### src/hw/rtl/deg_pkg.sv
package deg_pkg;

    // quotient bits of a ramp value; one divider cell per bit
    localparam int QW = 16;
    localparam int LEVEL_W = 16;
    localparam logic [LEVEL_W-1:0] LEVEL_ONE = 16'd32768;

    localparam int CFG_IDX_W = 3;
    localparam logic [CFG_IDX_W-1:0] REG_DELAY   = 3'd0;
    localparam logic [CFG_IDX_W-1:0] REG_ATTACK  = 3'd1;
    localparam logic [CFG_IDX_W-1:0] REG_DECAY   = 3'd2;
    localparam logic [CFG_IDX_W-1:0] REG_SUSTAIN = 3'd3;
    localparam logic [CFG_IDX_W-1:0] REG_RELEASE = 3'd4;
    localparam logic [CFG_IDX_W-1:0] REG_ATT_LVL = 3'd5;
    localparam logic [CFG_IDX_W-1:0] REG_SUS_LVL = 3'd6;

    // how the quotient is folded into the gain at the end of the chain
    typedef struct packed {
        logic [LEVEL_W-1:0] base;
        logic               sub;
        logic               past;
    } deg_ctl_t;

    function automatic logic [LEVEL_W-1:0] clamp_level(input logic [LEVEL_W-1:0] v);
        clamp_level = (v > LEVEL_ONE) ? LEVEL_ONE : v;
    endfunction

endpackage

### src/hw/rtl/deg_div_cell.sv
module deg_div_cell import deg_pkg::*; #(
    parameter int LENGTH_WIDTH = 20,
    parameter int SAMPLE_WIDTH = 16
) (
    input  logic                           aclk,
    input  logic                           aresetn,
    input  logic                           en,
    input  logic                           in_valid,
    input  deg_ctl_t                       in_ctl,
    input  logic [LENGTH_WIDTH-1:0]        in_rem,
    input  logic [QW-1:0]                  in_low,
    input  logic [QW-1:0]                  in_q,
    input  logic [LENGTH_WIDTH-1:0]        in_len,
    input  logic signed [SAMPLE_WIDTH-1:0] in_sample,
    output logic                           out_valid,
    output deg_ctl_t                       out_ctl,
    output logic [LENGTH_WIDTH-1:0]        out_rem,
    output logic [QW-1:0]                  out_low,
    output logic [QW-1:0]                  out_q,
    output logic [LENGTH_WIDTH-1:0]        out_len,
    output logic signed [SAMPLE_WIDTH-1:0] out_sample
);

    logic [LENGTH_WIDTH:0]   trial;
    logic                    fits;
    logic [LENGTH_WIDTH-1:0] rem_next;
    logic                    valid_reg;

    // one restoring step: shift in the next numerator bit, try the divisor
    assign trial    = {in_rem, in_low[QW-1]};
    assign fits     = trial >= {1'b0, in_len};
    assign rem_next = fits ? LENGTH_WIDTH'(trial - {1'b0, in_len})
                           : trial[LENGTH_WIDTH-1:0];

    always_ff @(posedge aclk) begin
        if (!aresetn) begin
            valid_reg <= 1'b0;
        end else if (en) begin
            valid_reg <= in_valid;
        end
    end

    always_ff @(posedge aclk) begin
        if (en) begin
            out_ctl    <= in_ctl;
            out_rem    <= rem_next;
            out_low    <= {in_low[QW-2:0], 1'b0};
            out_q      <= {in_q[QW-2:0], fits};
            out_len    <= in_len;
            out_sample <= in_sample;
        end
    end

    assign out_valid = valid_reg;

endmodule

### src/hw/rtl/dahdsr_envelope_gain.sv
// channel | direction | words                          | handshake
// s_      | in        | frame_index, in_sample         | s_valid / s_ready
// m_      | out       | out_sample, finished           | m_valid / m_ready
// cfg_    | in        | cfg_addr, cfg_wdata            | cfg_we, no wait
//
// One word per cycle while the output is taken; stages: segment select, ramp
// product, 16 divider cells (one quotient bit each), gain multiply, saturate.
// Synchronous active-low reset empties the pipeline and restores the levels.
// The whole pipeline holds while the output word is not taken; s_ready is
// high whenever the output register is empty or being taken.
module dahdsr_envelope_gain import deg_pkg::*; #(
    parameter int SAMPLE_WIDTH = 16,
    parameter int LENGTH_WIDTH = 20
) (
    input  logic                           aclk,
    input  logic                           aresetn,
    input  logic                           cfg_we,
    input  logic [CFG_IDX_W-1:0]           cfg_addr,
    input  logic [((LENGTH_WIDTH > LEVEL_W) ? LENGTH_WIDTH : LEVEL_W)-1:0] cfg_wdata,
    input  logic                           s_valid,
    output logic                           s_ready,
    input  logic [31:0]                    s_frame_index,
    input  logic signed [SAMPLE_WIDTH-1:0] s_in_sample,
    output logic                           m_valid,
    input  logic                           m_ready,
    output logic signed [SAMPLE_WIDTH-1:0] m_out_sample,
    output logic                           m_finished
);

    localparam int EW     = LENGTH_WIDTH + 3;          // sum of five lengths
    localparam int NUM_W  = LENGTH_WIDTH + QW;
    localparam int PROD_W = SAMPLE_WIDTH + LEVEL_W + 1;
    localparam int SH_W   = PROD_W - 15;

    // configuration
    logic [LENGTH_WIDTH-1:0] delay_reg, attack_reg, decay_reg, sustain_reg, release_reg;
    logic [LEVEL_W-1:0]      att_lvl_reg, sus_lvl_reg;

    always_ff @(posedge aclk) begin
        if (!aresetn) begin
            delay_reg   <= '0;
            attack_reg  <= '0;
            decay_reg   <= '0;
            sustain_reg <= '0;
            release_reg <= '0;
            att_lvl_reg <= LEVEL_ONE;
            sus_lvl_reg <= 16'd16384;
        end else if (cfg_we) begin
            unique case (cfg_addr)
                REG_DELAY:   delay_reg   <= cfg_wdata[LENGTH_WIDTH-1:0];
                REG_ATTACK:  attack_reg  <= cfg_wdata[LENGTH_WIDTH-1:0];
                REG_DECAY:   decay_reg   <= cfg_wdata[LENGTH_WIDTH-1:0];
                REG_SUSTAIN: sustain_reg <= cfg_wdata[LENGTH_WIDTH-1:0];
                REG_RELEASE: release_reg <= cfg_wdata[LENGTH_WIDTH-1:0];
                REG_ATT_LVL: att_lvl_reg <= cfg_wdata[LEVEL_W-1:0];
                REG_SUS_LVL: sus_lvl_reg <= cfg_wdata[LEVEL_W-1:0];
                default: ;
            endcase
        end
    end

    logic en;
    assign en      = !m_valid || m_ready;
    assign s_ready = en;

    // segment boundaries, cumulative
    logic [EW-1:0] e1, e2, e3, e4, e5;
    logic [LEVEL_W-1:0] al, sl;
    assign e1 = EW'(delay_reg);
    assign e2 = e1 + EW'(attack_reg);
    assign e3 = e2 + EW'(decay_reg);
    assign e4 = e3 + EW'(sustain_reg);
    assign e5 = e4 + EW'(release_reg);
    assign al = clamp_level(att_lvl_reg);
    assign sl = clamp_level(sus_lvl_reg);

    // stage 1: pick the segment; non-ramp segments divide 0 by 1
    logic [LENGTH_WIDTH-1:0] off_c, len_c;
    logic [LEVEL_W-1:0]      delta_c;
    deg_ctl_t                ctl_c;

    always_comb begin
        off_c   = '0;
        len_c   = LENGTH_WIDTH'(1);
        delta_c = '0;
        ctl_c   = '{base: '0, sub: 1'b0, past: 1'b0};
        if (s_frame_index < 32'(e1)) begin
            // silent delay
        end else if (s_frame_index < 32'(e2)) begin
            off_c   = LENGTH_WIDTH'(s_frame_index - 32'(e1));
            len_c   = attack_reg;
            delta_c = al;
        end else if (s_frame_index < 32'(e3)) begin
            off_c     = LENGTH_WIDTH'(s_frame_index - 32'(e2));
            len_c     = decay_reg;
            ctl_c.base = al;
            // truncation toward zero: work on the magnitude of the step
            if (al >= sl) begin
                delta_c   = al - sl;
                ctl_c.sub = 1'b1;
            end else begin
                delta_c   = sl - al;
            end
        end else if (s_frame_index < 32'(e4)) begin
            ctl_c.base = sl;
        end else if (s_frame_index < 32'(e5)) begin
            off_c      = LENGTH_WIDTH'(s_frame_index - 32'(e4));
            len_c      = release_reg;
            delta_c    = sl;
            ctl_c.base = sl;
            ctl_c.sub  = 1'b1;
        end else begin
            ctl_c.past = 1'b1;
        end
    end

    logic                           s1_valid_reg;
    deg_ctl_t                       s1_ctl_reg;
    logic [LENGTH_WIDTH-1:0]        s1_off_reg, s1_len_reg;
    logic [LEVEL_W-1:0]             s1_delta_reg;
    logic signed [SAMPLE_WIDTH-1:0] s1_sample_reg;

    // stage 2: ramp numerator
    logic                           s2_valid_reg;
    deg_ctl_t                       s2_ctl_reg;
    logic [NUM_W-1:0]               s2_num_reg;
    logic [LENGTH_WIDTH-1:0]        s2_len_reg;
    logic signed [SAMPLE_WIDTH-1:0] s2_sample_reg;

    always_ff @(posedge aclk) begin
        if (!aresetn) begin
            s1_valid_reg <= 1'b0;
            s2_valid_reg <= 1'b0;
        end else if (en) begin
            s1_valid_reg <= s_valid;
            s2_valid_reg <= s1_valid_reg;
        end
    end

    always_ff @(posedge aclk) begin
        if (en) begin
            s1_ctl_reg    <= ctl_c;
            s1_off_reg    <= off_c;
            s1_len_reg    <= len_c;
            s1_delta_reg  <= delta_c;
            s1_sample_reg <= s_in_sample;
            s2_ctl_reg    <= s1_ctl_reg;
            s2_num_reg    <= NUM_W'(s1_off_reg) * NUM_W'(s1_delta_reg);
            s2_len_reg    <= s1_len_reg;
            s2_sample_reg <= s1_sample_reg;
        end
    end

    // divider chain; quotient < 2^QW so the top bits start below the divisor
    logic                           c_valid  [QW+1];
    deg_ctl_t                       c_ctl    [QW+1];
    logic [LENGTH_WIDTH-1:0]        c_rem    [QW+1];
    logic [QW-1:0]                  c_low    [QW+1];
    logic [QW-1:0]                  c_q      [QW+1];
    logic [LENGTH_WIDTH-1:0]        c_len    [QW+1];
    logic signed [SAMPLE_WIDTH-1:0] c_sample [QW+1];

    assign c_valid[0]  = s2_valid_reg;
    assign c_ctl[0]    = s2_ctl_reg;
    assign c_rem[0]    = s2_num_reg[NUM_W-1:QW];
    assign c_low[0]    = s2_num_reg[QW-1:0];
    assign c_q[0]      = '0;
    assign c_len[0]    = s2_len_reg;
    assign c_sample[0] = s2_sample_reg;

    for (genvar k = 0; k < QW; k++) begin : g_cell
        deg_div_cell #(
            .LENGTH_WIDTH(LENGTH_WIDTH),
            .SAMPLE_WIDTH(SAMPLE_WIDTH)
        ) u_cell (
            .aclk      (aclk),
            .aresetn   (aresetn),
            .en        (en),
            .in_valid  (c_valid[k]),
            .in_ctl    (c_ctl[k]),
            .in_rem    (c_rem[k]),
            .in_low    (c_low[k]),
            .in_q      (c_q[k]),
            .in_len    (c_len[k]),
            .in_sample (c_sample[k]),
            .out_valid (c_valid[k+1]),
            .out_ctl   (c_ctl[k+1]),
            .out_rem   (c_rem[k+1]),
            .out_low   (c_low[k+1]),
            .out_q     (c_q[k+1]),
            .out_len   (c_len[k+1]),
            .out_sample(c_sample[k+1])
        );
    end

    // gain = base +/- quotient, then the sample product
    logic [LEVEL_W:0] gain_c;
    deg_ctl_t         ce;
    assign ce     = c_ctl[QW];
    assign gain_c = ce.sub ? ({1'b0, ce.base} - {1'b0, c_q[QW]})
                           : ({1'b0, ce.base} + {1'b0, c_q[QW]});

    logic                     mp_valid_reg, mp_past_reg;
    logic signed [PROD_W-1:0] mp_prod_reg;

    always_ff @(posedge aclk) begin
        if (!aresetn) begin
            mp_valid_reg <= 1'b0;
        end else if (en) begin
            mp_valid_reg <= c_valid[QW];
        end
    end

    always_ff @(posedge aclk) begin
        if (en) begin
            mp_past_reg <= ce.past;
            mp_prod_reg <= PROD_W'(c_sample[QW]) * $signed({1'b0, gain_c});
        end
    end

    // floor shift by 15, then saturate
    logic signed [SH_W-1:0]         shifted;
    logic signed [SAMPLE_WIDTH-1:0] sat_c;
    localparam logic signed [SH_W-1:0] MAXV = SH_W'((64'sd1 <<< (SAMPLE_WIDTH-1)) - 1);
    localparam logic signed [SH_W-1:0] MINV = -SH_W'(64'sd1 <<< (SAMPLE_WIDTH-1));

    assign shifted = mp_prod_reg[PROD_W-1:15];

    always_comb begin
        if (mp_past_reg) begin
            sat_c = '0;
        end else if (shifted > MAXV) begin
            sat_c = MAXV[SAMPLE_WIDTH-1:0];
        end else if (shifted < MINV) begin
            sat_c = MINV[SAMPLE_WIDTH-1:0];
        end else begin
            sat_c = shifted[SAMPLE_WIDTH-1:0];
        end
    end

    logic out_valid_reg;

    always_ff @(posedge aclk) begin
        if (!aresetn) begin
            out_valid_reg <= 1'b0;
        end else if (en) begin
            out_valid_reg <= mp_valid_reg;
        end
    end

    always_ff @(posedge aclk) begin
        if (en) begin
            m_out_sample <= sat_c;
            m_finished   <= mp_past_reg;
        end
    end

    assign m_valid = out_valid_reg;

endmodule

### config.mk
export PLATFORM = sky130hd
export DESIGN_NAME = dahdsr_envelope_gain
export DESIGN_NICKNAME = d
export VERILOG_FILES = /design/src/hw/rtl/deg_pkg.sv /design/src/hw/rtl/deg_div_cell.sv /design/src/hw/rtl/dahdsr_envelope_gain.sv
export SDC_FILE = /design/constraint.sdc
export NUM_CORES = 2
export LEC_CHECK = 0
export ABC_CLOCK_PERIOD_IN_PS = 69500
export BUFFER_PORTS_ARGS = -buffer_cell sky130_fd_sc_hd__clkbuf_2
export CORE_ASPECT_RATIO = 1.75
export CORE_MARGIN = 1.5
export CORE_UTILIZATION = 50
export CTS_CLUSTER_DIAMETER = 120
export DETAILED_ROUTE_END_ITERATION = 10
export PLACE_DENSITY = 0.73
export SKIP_LAST_GASP = 1
export SYNTH_ARGS = -nofsm -noshare
export SYNTH_HDL_FRONTEND = slang
export SYNTH_HIERARCHICAL = 1
export SYNTH_SLANG_ARGS = --single-unit
### constraint.sdc
create_clock -name aclk -period 69.5 [get_ports aclk]
set_clock_uncertainty 0.15 [all_clocks]
set_input_delay 6.95 -clock aclk [delete_from_list [all_inputs] [get_ports aclk]]
set_output_delay 6.95 -clock aclk [all_outputs]
set_load 0.02 [all_outputs]
# == After elaboration in Yosys (flattened, before gate mapping) ==
# Cells that the tools add are included.
# classes
n_eq_ne,6
reduce_logical,13
n_mux,39
n_lt_le_gt_ge,26
add_sub_neg,26
mul,2
# op_table
op,n
two-way mux 20 bit,23
subtractor 20 bit,18
greater-or-equal comparator 21 x 20 -> 1 bit,16
two-way mux 16 bit,9
less-than comparator 32 x 23 -> 1 bit,2
two-way mux 17 bit,3
multiplier 20 x 16 -> 36 bit,1
multiplier 16 x 18 -> 33 bit,1
greater-than comparator 16 bit (second input constant),2
less-than comparator 32 x 20 -> 1 bit,1
less-than comparator 32 x 21 -> 1 bit,1
less-than comparator 32 x 22 -> 1 bit,1
subtractor 16 bit,2
adder 22 x 20 -> 23 bit,1
adder 23 x 20 -> 23 bit,1
adder 21 x 20 -> 22 bit,1
adder 20 x 20 -> 21 bit,1
greater-than comparator 18 x 16 -> 1 bit (second input constant),1
less-than comparator 18 x 16 -> 1 bit (second input constant),1
adder 16 x 16 -> 17 bit,1
subtractor 16 x 16 -> 17 bit,1
greater-or-equal comparator 16 bit,1
two-way mux 15 bit,1
AND reduction 2 bit,7
other kinds (10),15
# word_totals
input_bits,76
reg_bits,1783

# == Depth between registers and ports, before layout ==
# depth
ltp_word,9
depth_mapped,48
mapped_depth_nobuf,46

# == Modules after synthesis ==
# Netlist, hierarchy kept.
# modules_own_cells
module,instances,seq_area_each_um2,area_per_inst_um2,cells_per_inst
deg_div_cell at g_cell[12].u_cell ...,13,3173.0,4805.9,334
dahdsr_envelope_gain,1,9208.8,41722.5,4644
deg_div_cell at g_cell[0].u_cell ...,3,3173.0,4688.2,318

# == Least setup slack after synthesis ==
# OpenSTA, ideal clock, no wires.
# synth_path
path_kind,in2out
from,in m_ready
to,out s_ready
required_ns,62.400
t_arrival_ns,59.075
slack_ns,3.325
cell_stages,2
path_cell_list,nand2b_1 -> clkbuf_1
# synth_between
elab_chain_len,1
# synth_rtl
item,line,rtl
"start, declared",dahdsr_envelope_gain.sv:25,"input logic m_ready,"
logical OR 1 bit,dahdsr_envelope_gain.sv:63,assign en = !m_valid || m_ready;
"end, declared",dahdsr_envelope_gain.sv:21,"output logic s_ready,"
# Every way passes these cells.

# == Worst setup path after layout ==
# Ends and elaborated chain as after synthesis.

==> flow_summary.toml <==
[status]
status = "completed"

[worst_setup_path]
ff2ff_path_depth = 40
worst-path-buf-inv = 2
crit_arrival_ps = 7720
critical_path.slowest_cell = "nand2b_4"
crit_type = "input pin to primary output"
crit_required_ps = 62400
cp_common_cell = "clkbuf_2"
path_cells = "clkbuf_2, nand2b_4, clkbuf_2"
critPathMaxFanout = 4
critPathLaunchType = "input pin"
critPathTopFamily = "simple AND/OR/NAND/NOR gates"
worstSetupPathDepth = 3
critPathMaxStageDelay_ps = 370
setup.worst_path.end_class = "primary output"

[route]
viasPerCell = 5.74
wire_per_inst_um = 23.6
drc = 0
routed-via-count = 71400
routed_wirelength_um = 294000
drtIter0Drc = 4316
first_pass_iters = 6
ant_nets = 0

[global_routing]
antenna_found_initial = 12
gr-usage-met2_pct = 51.4
grt-ovfl-total = 0
grt_max_degree = 187
busiest_layer = "met2"
global_route.usage.met1_pct = 21.6
grtUsageTotal_pct = 26.6
use_met3_pct = 3.40
grt_pass1_vias = 75900
grt_pass1_wl_um = 439000

[cts]
cts_resized = 0
htree_levels = 4
path_clk_slew_ps = 60
cts_buffers = 170
postCtsSetupBuffers = 0
clk_latency_ps = 840
clock_sinks = 1768
cts_max_path_buffers = 4
postCtsHoldBufs = 0
root_buffer = "clkbuf_16"
cts_tree = "yes"

[timing]
setup_viol = 0
worst_pin_slew_ps = 1240
fin_tns_setup_ps = 0
finalCritPeriodShare_pct = 21.3
finalMaxSlewViolations = 0
hold_ws_ps = 218
grt_setup_unrepaired = "no"
finalCriticalPeriod_ps = 14820
setup_slack_ps = 54680
max_freq_mhz = 67.5
final-hold-violation-count = 0
maxSlewHeadroom_pct = 17.3

[job]
max_cap_violations = 0

[synthesis]
ys_warn_count = 6
avgSynthCellArea_um2 = 11.5
synthCells = 9497
synthesis.area_um2 = 109000
synth_nets = 10800

[die]
dieArea_um2 = 220000
dieWidth_um = 356
initial_utilization_pct = 50.3
io_pins = 95
coreArea_um2 = 216000
row_count = 226
die_y_um = 620

[cells_and_area]
n_fill_cell = 18400
syn_to_final_growth_pct = 7.41
drive_above_1_share_pct = 8.05
multi_input_area_um2 = 50700
largestRegisters = "g_cell.u_cell/out_len (300), g_cell.u_cell/out_rem (300), g_cell.u_cell/out_ctl (288)"
nNetsFinal = 10800
seqCellArea_um2 = 51600

[pwr]
power_density_nw_per_um2 = 57.6
ir_worst_vdd_mv = 0.492
p_leak_nw = 49.2

[placement]
gp_congestion = 1.00
preCtsSetupSlack_ps = 54620
port_buffers = 94
hpwl_um = 230000

[worst_hold_path]
hp-class = "flop to flop"
hold_depth = 0
per-stage QoR:
stage | cells | utilization [%] | power [mW] | instance area, um2
3_5_place_dp | 12100 | 51.4 | 5.82 | 111000
2_1_floorplan | 9497 | - | 4.71 | 109000
3_3_place_gp | 12100 | 51.4 | 5.67 | 111000
4_1_cts | 12400 | 54.0 | 6.81 | 117000
5_1_grt | 12400 | 54.0 | 7.32 | 117000
6_report | 12400 | 54.0 | 6.73 | 117000
report_power, final:
part           total [mW]  switching [mW]  internal (mW)
Clock               0.957           0.408          0.550
Sequential           1.56          0.0841           1.48
Combinational        4.21            2.42           1.79
path summary, 6_finish.rpt:
kind	from	end	slack (ps)
min reg2reg	g_cell[5].u_cell/out_low[8]$_DFFE_PP_	g_cell[6].u_cell/out_low[9]$_DFFE_PP_	220
max reg2reg	attack_reg[0]$_SDFFE_PN0P_	s1_len_reg[0]$_SDFFCE_PP1P_	58660
max	m_ready	s_ready	54680
min	g_cell[5].u_cell/out_low[8]$_DFFE_PP_	g_cell[6].u_cell/out_low[9]$_DFFE_PP_	220
cells in the final DEF (no fill, tap or decap), types with 136 or more instances in the layout:
cell and count:
edfxtp_1 1616, inv_1 1068, nand2_1 993, ha_1 782, fa_1 482, a21oi_1 421
nor2_1 360, o21ai_0 289, xnor2_1 250, a21o_1 242, nand3_1 235, and2_1 223
clkbuf_16 174, xor2_1 159, a21boi_0 153, dfxtp_1 152, nor2b_1 136
metal layers:
metal  wire length (um)  part of all wire [%]
met2             161000                    55
met3              10500                   3.6
met5                  7                0.0024
met4              36600                    12
met1              85600                    29
layout make-up:
| cell class | instances | area share (%) |
|---|---|---|
| diodes | 15 | 0.0321 |
| multi-input cells | 6251 | 43.4 |
| clock buffers | 191 | 3.78 |
| well taps | 2850 | 3.05 |
| repair buffers | 169 | 0.930 |
| flip-flops and latches | 1768 | 44.1 |
| clock inverters | 109 | 1.08 |
| inverters | 1085 | 3.59 |
No activity file was read; power rests on OpenSTA's default activity.
